`src/rtl/core/acfd_pkg.sv`:
```
// Package for the ASCII CAN frame deframer: sizes, character codes and the
// structs passed between the parser and the readout sequencer.
// No dependencies.
`default_nettype none

package acfd_pkg;

  localparam int MAX_VALUE_CHARS = 16;
  localparam int IDX_W = (MAX_VALUE_CHARS > 1) ? $clog2(MAX_VALUE_CHARS) : 1;
  localparam int CNT_W = $clog2(MAX_VALUE_CHARS + 1);

  localparam logic [7:0] CH_BANG = 8'h21;  // '!'
  localparam logic [7:0] CH_S    = 8'h73;  // 's'
  localparam logic [7:0] CH_D    = 8'h64;  // 'd'
  localparam logic [7:0] CH_0    = 8'h30;  // '0'
  localparam logic [7:0] CH_1    = 8'h31;  // '1'
  localparam logic [7:0] CH_4    = 8'h34;  // '4'
  localparam logic [7:0] CH_5    = 8'h35;  // '5'
  localparam logic [7:0] CH_9    = 8'h39;  // '9'
  localparam logic [7:0] CH_DOT  = 8'h2e;  // '.'

  // Write into the value buffer.
  typedef struct packed {
    logic             we;
    logic [IDX_W-1:0] addr;
    logic [7:0]       data;
  } acfd_wr_t;

  // Handoff of a completed frame to the readout sequencer.
  typedef struct packed {
    logic             start;
    logic [7:0]       id;
    logic [7:0]       status;
    logic [CNT_W-1:0] count;
    logic             ovf;
  } acfd_frame_t;

endpackage

`default_nettype wire

```
`src/rtl/core/acfd_in_if.sv`:
```
// Input byte channel of the ASCII CAN frame deframer.
// Valid/ready handshake; no package dependency.
`default_nettype none

interface acfd_in_if;
  logic       valid;
  logic       ready;
  logic [7:0] in_byte;

  modport source (output valid, output in_byte, input ready);
  modport sink   (input valid, input in_byte, output ready);
endinterface

`default_nettype wire

```
`src/rtl/core/acfd_out_if.sv`:
```
// Result channel of the ASCII CAN frame deframer, one value character a beat.
// Valid/ready handshake; no package dependency.
`default_nettype none

interface acfd_out_if;
  logic       valid;
  logic       ready;
  logic [7:0] can_id;
  logic [7:0] status_char;
  logic [7:0] value_char;
  logic [3:0] char_index;
  logic [4:0] value_length;
  logic       truncated;
  logic       last;

  modport source (output valid, output can_id, output status_char,
                  output value_char, output char_index, output value_length,
                  output truncated, output last, input ready);
  modport sink   (input valid, input can_id, input status_char,
                  input value_char, input char_index, input value_length,
                  input truncated, input last, output ready);
endinterface

`default_nettype wire

```
`src/rtl/core/acfd_parser.sv`:
```
// Byte-level frame parser: tracks the fixed frame head, captures ID and
// status, and writes value characters into the readout buffer. Uses acfd_pkg.
`default_nettype none

module acfd_parser import acfd_pkg::*; (
  input  logic        clk,
  input  logic        rst_n,
  input  logic        byte_valid,
  input  logic [7:0]  byte_in,
  input  logic        busy,
  output logic        byte_ready,
  output acfd_wr_t    wr,
  output acfd_frame_t frame
);

  typedef enum logic [5:0] {
    PH_IDLE   = 6'b000001,
    PH_ID     = 6'b000010,
    PH_SEP_S  = 6'b000100,
    PH_STATUS = 6'b001000,
    PH_SEP_D  = 6'b010000,
    PH_VALUE  = 6'b100000
  } phase_t;

  phase_t           phase_r, phase_nxt;
  logic [7:0]       id_r, id_nxt;
  logic [7:0]       status_r, status_nxt;
  logic [CNT_W-1:0] count_r, count_nxt;
  logic             ovf_r, ovf_nxt;
  logic             take;

  assign byte_ready = !busy;
  assign take       = byte_valid && byte_ready;

  always_comb begin
    phase_nxt    = phase_r;
    id_nxt       = id_r;
    status_nxt   = status_r;
    count_nxt    = count_r;
    ovf_nxt      = ovf_r;
    wr           = '0;
    frame.start  = 1'b0;
    frame.id     = id_r;
    frame.status = status_r;
    frame.count  = count_r;
    frame.ovf    = ovf_r;
    if (take) begin
      case (phase_r)
        PH_IDLE: begin
          count_nxt = '0;
          ovf_nxt   = 1'b0;
          phase_nxt = (byte_in == CH_BANG) ? PH_ID : PH_IDLE;
        end
        PH_ID: begin
          id_nxt    = byte_in;
          phase_nxt = PH_SEP_S;
        end
        PH_SEP_S: begin
          phase_nxt = (byte_in == CH_S) ? PH_STATUS : PH_IDLE;
        end
        PH_STATUS: begin
          if (byte_in inside {CH_0, CH_1, CH_4, CH_5}) begin
            status_nxt = byte_in;
            phase_nxt  = PH_SEP_D;
          end else begin
            phase_nxt = PH_IDLE;
          end
        end
        PH_SEP_D: begin
          phase_nxt = (byte_in == CH_D) ? PH_VALUE : PH_IDLE;
        end
        PH_VALUE: begin
          if ((byte_in inside {[CH_0:CH_9]}) || (byte_in == CH_DOT)) begin
            if (count_r < CNT_W'(MAX_VALUE_CHARS)) begin
              wr.we     = 1'b1;
              wr.addr   = count_r[IDX_W-1:0];
              wr.data   = byte_in;
              count_nxt = count_r + CNT_W'(1);
            end else begin
              ovf_nxt = 1'b1;
            end
          end else begin
            // The closing byte is consumed; an empty run just drops the frame.
            frame.start = (count_r != '0);
            count_nxt   = '0;
            ovf_nxt     = 1'b0;
            phase_nxt   = PH_IDLE;
          end
        end
        default: begin
          phase_nxt = PH_IDLE;
        end
      endcase
    end
  end

  always_ff @(posedge clk) begin
    if (!rst_n) begin
      phase_r  <= PH_IDLE;
      id_r     <= '0;
      status_r <= '0;
      count_r  <= '0;
      ovf_r    <= 1'b0;
    end else begin
      phase_r  <= phase_nxt;
      id_r     <= id_nxt;
      status_r <= status_nxt;
      count_r  <= count_nxt;
      ovf_r    <= ovf_nxt;
    end
  end

endmodule

`default_nettype wire

```
`src/rtl/core/acfd_readout.sv`:
```
// Value buffer and readout sequencer: one index counter walks the buffer
// and drives one result beat per stored character. Uses acfd_pkg.
`default_nettype none

module acfd_readout import acfd_pkg::*; (
  input  logic        clk,
  input  logic        rst_n,
  input  acfd_wr_t    wr,
  input  acfd_frame_t frame,
  output logic        busy,
  output logic        res_valid,
  input  logic        res_ready,
  output logic [7:0]  res_id,
  output logic [7:0]  res_status,
  output logic [7:0]  res_value,
  output logic [3:0]  res_index,
  output logic [4:0]  res_length,
  output logic        res_trunc,
  output logic        res_last
);

  typedef enum logic [2:0] {
    RD_IDLE  = 3'b001,
    RD_FETCH = 3'b010,
    RD_SHOW  = 3'b100
  } rd_state_t;

  logic [7:0]       store [MAX_VALUE_CHARS];
  rd_state_t        state_r, state_nxt;
  logic [IDX_W-1:0] idx_r, idx_nxt;
  logic [CNT_W-1:0] len_r, len_nxt;
  logic [7:0]       id_r, id_nxt;
  logic [7:0]       status_r, status_nxt;
  logic             trunc_r, trunc_nxt;
  logic             last_r, last_nxt;
  logic             valid_r, valid_nxt;
  logic [7:0]       value_r;
  logic             at_end;

  always_ff @(posedge clk) begin
    if (wr.we) begin
      store[wr.addr] <= wr.data;
    end
  end

  // Registered buffer read lands directly in the result register.
  always_ff @(posedge clk) begin
    if (state_r == RD_FETCH) begin
      value_r <= store[idx_r];
    end
  end

  assign at_end = ((CNT_W'(idx_r) + CNT_W'(1)) == len_r);

  always_comb begin
    state_nxt  = state_r;
    idx_nxt    = idx_r;
    len_nxt    = len_r;
    id_nxt     = id_r;
    status_nxt = status_r;
    trunc_nxt  = trunc_r;
    last_nxt   = last_r;
    valid_nxt  = valid_r;
    case (state_r)
      RD_IDLE: begin
        if (frame.start) begin
          idx_nxt    = '0;
          len_nxt    = frame.count;
          id_nxt     = frame.id;
          status_nxt = frame.status;
          trunc_nxt  = frame.ovf;
          state_nxt  = RD_FETCH;
        end
      end
      RD_FETCH: begin
        last_nxt  = at_end;
        valid_nxt = 1'b1;
        state_nxt = RD_SHOW;
      end
      RD_SHOW: begin
        if (res_ready) begin
          valid_nxt = 1'b0;
          if (last_r) begin
            state_nxt = RD_IDLE;
          end else begin
            idx_nxt   = idx_r + IDX_W'(1);
            state_nxt = RD_FETCH;
          end
        end
      end
      default: begin
        valid_nxt = 1'b0;
        state_nxt = RD_IDLE;
      end
    endcase
  end

  always_ff @(posedge clk) begin
    if (!rst_n) begin
      state_r <= RD_IDLE;
      valid_r <= 1'b0;
    end else begin
      state_r <= state_nxt;
      valid_r <= valid_nxt;
    end
  end

  always_ff @(posedge clk) begin
    idx_r    <= idx_nxt;
    len_r    <= len_nxt;
    id_r     <= id_nxt;
    status_r <= status_nxt;
    trunc_r  <= trunc_nxt;
    last_r   <= last_nxt;
  end

  assign busy       = (state_r != RD_IDLE);
  assign res_valid  = valid_r;
  assign res_id     = id_r;
  assign res_status = status_r;
  assign res_value  = value_r;
  assign res_index  = 4'(idx_r);
  assign res_length = 5'(len_r);
  assign res_trunc  = trunc_r;
  assign res_last   = last_r;

endmodule

`default_nettype wire

```
`src/rtl/core/ascii_can_frame_deframer_core.sv`:
```
// Top level of the ASCII CAN frame deframer: parser plus readout sequencer.
// Uses acfd_pkg, acfd_in_if, acfd_out_if, acfd_parser and acfd_readout.
//
// Input bytes are taken one per cycle while a frame is being parsed. The byte
// that closes a non-empty value run starts a readout burst; during the burst
// the input is not ready, and the sequencer walks the value buffer with one
// index counter, taking each stored character through a buffer read and then
// the result beat, which may wait on out_ch.ready; input is held off until the
// frame's last beat is taken. The buffer holds 16 characters; no clearing pass
// is needed after reset.
`default_nettype none

module ascii_can_frame_deframer_core import acfd_pkg::*; (
  input  logic       clk,
  input  logic       rst_n,
  acfd_in_if.sink    in_ch,
  acfd_out_if.source out_ch
);

  acfd_wr_t    wr;
  acfd_frame_t frame;
  logic        busy;

  acfd_parser u_parser (
    .clk        (clk),
    .rst_n      (rst_n),
    .byte_valid (in_ch.valid),
    .byte_in    (in_ch.in_byte),
    .busy       (busy),
    .byte_ready (in_ch.ready),
    .wr         (wr),
    .frame      (frame)
  );

  acfd_readout u_readout (
    .clk        (clk),
    .rst_n      (rst_n),
    .wr         (wr),
    .frame      (frame),
    .busy       (busy),
    .res_valid  (out_ch.valid),
    .res_ready  (out_ch.ready),
    .res_id     (out_ch.can_id),
    .res_status (out_ch.status_char),
    .res_value  (out_ch.value_char),
    .res_index  (out_ch.char_index),
    .res_length (out_ch.value_length),
    .res_trunc  (out_ch.truncated),
    .res_last   (out_ch.last)
  );

endmodule

`default_nettype wire

```
`src/flat_wrapper.sv`:
```
// flat-port wrapper written by rule: the top's interface ports become plain ports
module ascii_can_frame_deframer_core_flat import acfd_pkg::*;
  (clk, rst_n, in_ch_valid, in_ch_in_byte, in_ch_ready, out_ch_valid, out_ch_can_id, out_ch_status_char, out_ch_value_char, out_ch_char_index, out_ch_value_length, out_ch_truncated, out_ch_last, out_ch_ready);
  acfd_in_if in_ch_i ();
  acfd_out_if out_ch_i ();
  input  logic clk;
  input  logic rst_n;
  input wire logic [$bits(in_ch_i.valid)-1:0] in_ch_valid;
  input wire logic [$bits(in_ch_i.in_byte)-1:0] in_ch_in_byte;
  output wire logic [$bits(in_ch_i.ready)-1:0] in_ch_ready;
  output wire logic [$bits(out_ch_i.valid)-1:0] out_ch_valid;
  output wire logic [$bits(out_ch_i.can_id)-1:0] out_ch_can_id;
  output wire logic [$bits(out_ch_i.status_char)-1:0] out_ch_status_char;
  output wire logic [$bits(out_ch_i.value_char)-1:0] out_ch_value_char;
  output wire logic [$bits(out_ch_i.char_index)-1:0] out_ch_char_index;
  output wire logic [$bits(out_ch_i.value_length)-1:0] out_ch_value_length;
  output wire logic [$bits(out_ch_i.truncated)-1:0] out_ch_truncated;
  output wire logic [$bits(out_ch_i.last)-1:0] out_ch_last;
  input wire logic [$bits(out_ch_i.ready)-1:0] out_ch_ready;
  assign in_ch_i.valid = in_ch_valid;
  assign in_ch_i.in_byte = in_ch_in_byte;
  assign in_ch_ready = in_ch_i.ready;
  assign out_ch_valid = out_ch_i.valid;
  assign out_ch_can_id = out_ch_i.can_id;
  assign out_ch_status_char = out_ch_i.status_char;
  assign out_ch_value_char = out_ch_i.value_char;
  assign out_ch_char_index = out_ch_i.char_index;
  assign out_ch_value_length = out_ch_i.value_length;
  assign out_ch_truncated = out_ch_i.truncated;
  assign out_ch_last = out_ch_i.last;
  assign out_ch_i.ready = out_ch_ready;
  ascii_can_frame_deframer_core u_core (.clk(clk), .rst_n(rst_n), .in_ch(in_ch_i), .out_ch(out_ch_i));
endmodule
```
`config.mk`:
```
export PLATFORM = sky130hd
export DESIGN_NAME = ascii_can_frame_deframer_core_flat
export DESIGN_NICKNAME = d
export VERILOG_FILES = /design/src/rtl/core/acfd_pkg.sv /design/src/rtl/core/acfd_in_if.sv /design/src/rtl/core/acfd_out_if.sv /design/src/rtl/core/acfd_parser.sv /design/src/rtl/core/acfd_readout.sv /design/src/rtl/core/ascii_can_frame_deframer_core.sv /design/src/flat_wrapper.sv
export SDC_FILE = /design/constraint.sdc
export NUM_CORES = 1
export LEC_CHECK = 0
export ABC_AREA = 1
export BUFFER_PORTS_ARGS = -buffer_cell sky130_fd_sc_hd__buf_4
export CAP_MARGIN = 15
export CORE_ASPECT_RATIO = 1.25
export CORE_MARGIN = 2
export CORE_UTILIZATION = 30
export DETAILED_ROUTE_END_ITERATION = 10
export HOLD_SLACK_MARGIN = 0.12
export SYNTH_ARGS = -nofsm -noshare
export SYNTH_HDL_FRONTEND = slang
export SYNTH_SLANG_ARGS = --single-unit
```
`constraint.sdc`:
```
create_clock -name clk -period 4.39 [get_ports clk]
set_clock_uncertainty 0.15 [all_clocks]
set_input_delay 0.6585 -clock clk [delete_from_list [all_inputs] [get_ports clk]]
set_output_delay 0.6585 -clock clk [all_outputs]
set_load 0.005 [all_outputs]
```
# Yosys cells after proc, flatten, opt, wreduce, memory -nomap -nowiden
# Memory sizes are Yosys's and may differ from the RTL's. A register that Yosys moved wholly into a read port is not among the register bits.
# Cells that the tools add are included.
# totals
ff_bits	59
ram_bits	128
in_bits	12
out_inout_bits	37
elab_cells	94
memories	1
# memory_table
name	words	width	rd	rd_clocked_by_memory_dff	wr	line_no	rtl
u_core.u_readout.store	16	8	1	1	1	acfd_readout.sv:28	logic [7:0] store [MAX_VALUE_CHARS];
# op_classes
n_addsub	3
magnitude_cmp	3
eq_ne	25
n_mux	31
bitwise_logic	1
reduce_logical	17
# ops
cell	count
two-way mux 13 bit	4
equality test 8 x 6 -> 1 bit, second input constant	6
one-hot mux 6 bit (6 select lines)	1
equality test 8 x 7 -> 1 bit, second input constant	2
two-way mux 4 bit	4
two-way mux 5 bit	3
two-way mux 6 bit	2
one-hot mux 5 bit (2 select lines)	1
AND reduction 2 bit	5
one-hot mux 3 bit (3 select lines)	1
AND reduction 3 bit	3
>= comparator 8 x 6 -> 1 bit, second input constant	1
less-or-equal comparator 8 x 6 -> 1 bit, second input constant	1
two-way mux 1 bit	8
one-hot mux 4 bit (2 select lines)	1
equality test 6 x 1 -> 1 bit, second input constant	1
equality test 6 x 2 -> 1 bit, second input constant	1
equality test 6 x 3 -> 1 bit, second input constant	1
equality test 6 x 4 -> 1 bit, second input constant	1
equality test 6 x 5 -> 1 bit, second input constant	1
equality test 6 bit, second input constant	1
two-way mux 3 bit	2
!= test 2 bit, second input constant	3
!= test 3 bit, second input constant	2
other kinds (21)	24

# Logic depth before layout (Yosys ltp)
# logic_depth
depth_word	8
mapped_depth	11

# Modules after synthesis
# A second synthesis with hierarchy kept.
# hier_totals
cells_unflattened	848
hier_area_um2	8395.6
# modules_own_cells
module	instances	cells_per_inst	area_per_inst_um2	seq_area_each_um2
acfd_readout	1	631	6896.6	4974.8
acfd_parser	1	217	1498.9	560.5

# Worst setup path after synthesis
# Ideal clock, no wire load.
# synth_path
path_kind	in2reg
start	input in_ch_valid
end	register u_core.u_readout.id_r[0], in the netlist u_core.u_readout.res_id[0] (enable)
setup_time_ps	399
t_arrival_ps	1966
setup_slack_ps	1875
path_stages	4
n_path_buf	0
cell_sequence	inv_1 nor2_8 nand2_2 nor3b_2
# synth_between
elab_chain_cells	3
# synth_rtl
element	line_no	rtl
start, declared	flat_wrapper.sv:8	input wire logic [$bits(in_ch_i.valid)-1:0] in_ch_valid;
logical AND 1 bit	acfd_parser.sv:33	assign take = byte_valid && byte_ready;
two-way mux 1 bit	acfd_parser.sv:47	if (take) begin
AND reduction 2 bit (no source line)	-	
end signal, assigned	acfd_readout.sv:111	id_r <= id_nxt;
end, declared	acfd_readout.sv:32	logic [7:0] id_r, id_nxt;
# Every way passes these cells.
# A chain may end at the register's enable or synchronous reset.

# Final worst setup path
# layout_path
start	input in_ch_in_byte[6]
end	memory u_core.u_readout.store[6][6] (enable)
# layout_between
elab_chain_cells	8
word_cells_on_any_way	10
# layout_rtl
element	line_no	rtl
start, declared	flat_wrapper.sv:9	input wire logic [$bits(in_ch_i.in_byte)-1:0] in_ch_in_byte;
>= comparator 8 x 6 -> 1 bit / less-or-equal comparator 8 x 6 -> 1 bit (equally long branches)	acfd_parser.sv:73	if ((byte_in inside {[CH_0:CH_9]}) || (byte_in == CH_DOT)) begin
logical AND 1 bit	acfd_parser.sv:73	
logical OR 1 bit *	acfd_parser.sv:73	
two-way mux 13 bit *	acfd_parser.sv:73	
two-way mux 13 bit *	acfd_parser.sv:48	case (phase_r)
two-way mux 13 bit *	acfd_parser.sv:47	
two-way mux 1 bit	acfd_readout.sv:41	if (wr.we) begin
two-way mux 1 bit (implied by the code)	acfd_readout.sv:42	store[wr.addr] <= wr.data;
end, declared	acfd_readout.sv:28	
# Mark *: on every way between the ends. The rest lies on a longest branch, timed or not.

==> flow_metrics.py <==
metrics = {
    "outcome": {
        "status": "completed",
    },
    "synthesis": {
        "netlist_instances": 702,
        "syn_area_um2": 7954,
        "synth_edf_count": 163,
        "seq_area_frac_synth": 0.6959,
        "yosys_most_used_dff": "edfxtp_1",
        "ys_top_cells_by_area": "edfxtp_1 62%, dfxtp_1 8.1%, nor2_1 5.8%",
        "synthDistinctLibCells": 38,
        "synth.top_cell.area_share": 0.6154,
        "synth.most_common_cell": "edfxtp_1",
        "synth_commonest_cells": "163 x edfxtp_1, 123 x nor2_1, 105 x nand2_1",
        "ys_ff_latch": 195,
        "ys_warn_count": 0,
        "asyncSetResetFlopFracSynth": 0,
        "syn_area_per_cell_um2": 11.33,
        "synth_largest_area_cell": "edfxtp_1",
    },
    "layout": {
        "antenna_cells": 0,
        "layout-drive-gt1-share": 0.1484,
        "multiInputGateArea_um2": 2243,
        "nNetsFinal": 797,
        "area_delta_synth_final_pct": 18.18,
        "fillers": 2576,
        "utilization": 0.3614,
        "seq_area_um2": 5535,
    },
    "timing": {
        "hold_slack_ps": 278.9,
        "fin_setup_tns_ps": 0,
        "fin_ws_ps": 1632,
        "rsz0062_at_grt": "no",
        "timing.final.hold_violations": 0,
        "finalMaxSlewViolations": 0,
        "fmax_mhz": 362.6,
        "min_period_ps": 2758,
        "post-route-period-util": 0.6283,
        "final-setup-viol-count": 0,
        "worst_slew_pin_slew_ps": 1106,
        "relSlewSlack": 0.2628,
    },
    "placed_design": {
        "dp_hpwl_um": 12500,
        "io_buffers": 48,
        "dp_slack_ps": 1215,
        "globalplace.congestion": 0.8351,
    },
    "cts": {
        "htree_levels": 4,
        "hold_buffers": 0,
        "clockRootBuffer": "clkbuf_16",
        "cts_tree": "built",
        "clock_latency_ps": 430,
        "post_cts_resized": 0,
        "clk_pin_slew_ps": 70,
        "post-cts-setup-buffers": 0,
        "cts_max_path_buffers": 2,
        "cts.sink_count": 195,
        "cts_made_buffers": 17,
    },
    "setup_path": {
        "path_max_fanout": 22,
        "worst-path-stages": 10,
        "path_buf_inv": 3,
        "worstPathCellList": "buf_4, inv_1, nand2_1, nor2_1, nand2_1, nand2_2, nand4_4, clkinv_2, nand3_2, nor2_1",
        "path_class": "in -> reg",
        "slowest_stage": "nor2_1",
        "cp_top_family": "simple AND/OR/NAND/NOR gates",
        "crit_path_end_kind": "flip-flop",
        "r2r_cells": 7,
        "worstPathRequired_ps": 4300,
        "cp-start-kind": "input pin",
        "max_stage_delay_ps": 610,
        "arrival_ps": 2670,
    },
    "grt": {
        "grt-ovfl-total": 0,
        "grt_pass1_vias": 5169,
        "antenna_found_initial": 0,
        "grt_max_degree": 71,
        "grt_pass1_wl_um": 28990,
        "grt_usage": 0.1383,
    },
    "drt": {
        "dr.first_iter.drc_count": 551,
        "ant_nets": 0,
        "drt_pass1_iterations": 5,
        "routedWlPerCell_um": 16.27,
        "totalWireLength_um": 18460,
        "vias_per_cell": 4.636,
        "num_vias": 5262,
        "drc": 0,
    },
    "hold_path": {
        "whs_path_depth": 0,
        "hp-class": "reg -> reg",
    },
    "power": {
        "leakagePower_nw": 3.358,
        "ir_worst_vdd_uv": 282.4,
        "power_density_nw_per_um2": 418.2,
    },
    "floorplan": {
        "core_um2": 26010,
        "initial_core_util": 0.3058,
        "boundaryPins": 49,
        "die_h_um": 186.0,
        "die_area_um2": 27840,
        "rows": 66,
        "die_w_um": 149.6,
    },
    "flow_run": {
        "maxCapViolCount": 0,
    },
}
==> state kept, by name, summed over array words and instances, names as in the netlist <==
name,count
u_core.u_readout.res_trunc,1
u_core.u_readout.res_id,8
u_core.u_readout.res_valid,1
u_core.u_readout.res_status,8
u_core.u_readout.res_length,5
u_core.u_readout.res_value,8
u_core.u_readout.store,128
u_core.u_readout.state_r,3
u_core.u_parser.ovf_r,1
u_core.u_parser.count_r,5
u_core.u_parser.id_r,8
u_core.u_parser.status_r,8
u_core.u_readout.res_index,4
u_core.u_readout.res_last,1
u_core.u_parser.phase_r,6
==> through the flow <==
| stage | total power, mW | instances | cell area (um^2) |
|---|---|---|---|
| 6_report | 3.931 | 1135 | 9400 |
| 5_1_grt | 4.074 | 1135 | 9400 |
| 4_1_cts | 3.960 | 1135 | 9400 |
| 3_5_place_dp | 2.435 | 1103 | 8808 |
| 3_3_place_gp | 2.432 | 1103 | 8808 |
| 2_1_floorplan | 2.318 | 733 | 8070 |
==> placed cells by master (no fill, tap or decap), drive strengths merged, types with 3 or more instances in the layout <==
cell / netlist / layout
nand2: 108 / 108
o22ai: 11 / 11
ha: 3 / 3
a21oi: 37 / 37
nor2: 130 / 130
o2111ai: 3 / 3
clkbuf: 11 / 23
nor3b: 3 / 3
nor3: 8 / 8
o211ai: 4 / 4
inv: 45 / 49
or2: 5 / 5
nand3: 33 / 33
buf: 16 / 57
conb: 1 / 32
clkinv: 1 / 5
o31ai: 4 / 4
edfxtp: 163 / 163
o21ai: 70 / 70
dfxtp: 32 / 32
nand4: 9 / 9
==> cell families after synthesis <==
group / Yosys count / share of synthesized area
AO/OA/AOI/OAI: 130 / 0.08872
XOR/XNOR: 4 / 0.004405
adder cells (fa/ha/maj): 3 / 0.004720
buffers and inverters: 73 / 0.03807
flip-flops: 195 / 0.6959
other: 1 / 0.0004715
AND/OR/NAND/NOR: 296 / 0.1677
==> per-layer routing <==
layer,vias up,wire (um),share of wire,track usage
met1,2523,7835,0.42,0.1728
met4,0,350,0.019,0.04914
met3,24,994,0.054,0.03015
met5,-,0,0,0
li1,2569,-,-,-
met2,146,9281,0.50,0.2356
==> power by group <==
group          switching [mW]  internal (mW)
clock network           0.664          0.872
logic                   0.264          0.113
registers              0.0174           2.00
==> path summary, 6_finish.rpt <==
| path | end | slack, ps | startpoint |
|---|---|---|---|
| worst max-delay path | u_core.u_readout.store[6][6] | 1630 | in_ch_in_byte[6] |
| worst min-delay path | u_core.u_readout.res_status[7] | 280 | u_core.u_parser.status_r[7] |
| worst max register to register | u_core.u_readout.store[6][6] | 1750 | u_core.u_parser.phase_r[2] |
| worst min register to register | u_core.u_readout.res_status[7] | 280 | u_core.u_parser.status_r[7] |
==> area by class of cell <==
class	instances	area share
multi-input cells	465	0.2387
clock buffers	23	0.05324
clock inverters	9	0.009716
well taps	340	0.04525
repair buffers	57	0.04552
flip-flops and latches	195	0.5888
inverters	46	0.01877
No activity file was read; power rests on OpenSTA's default activity.
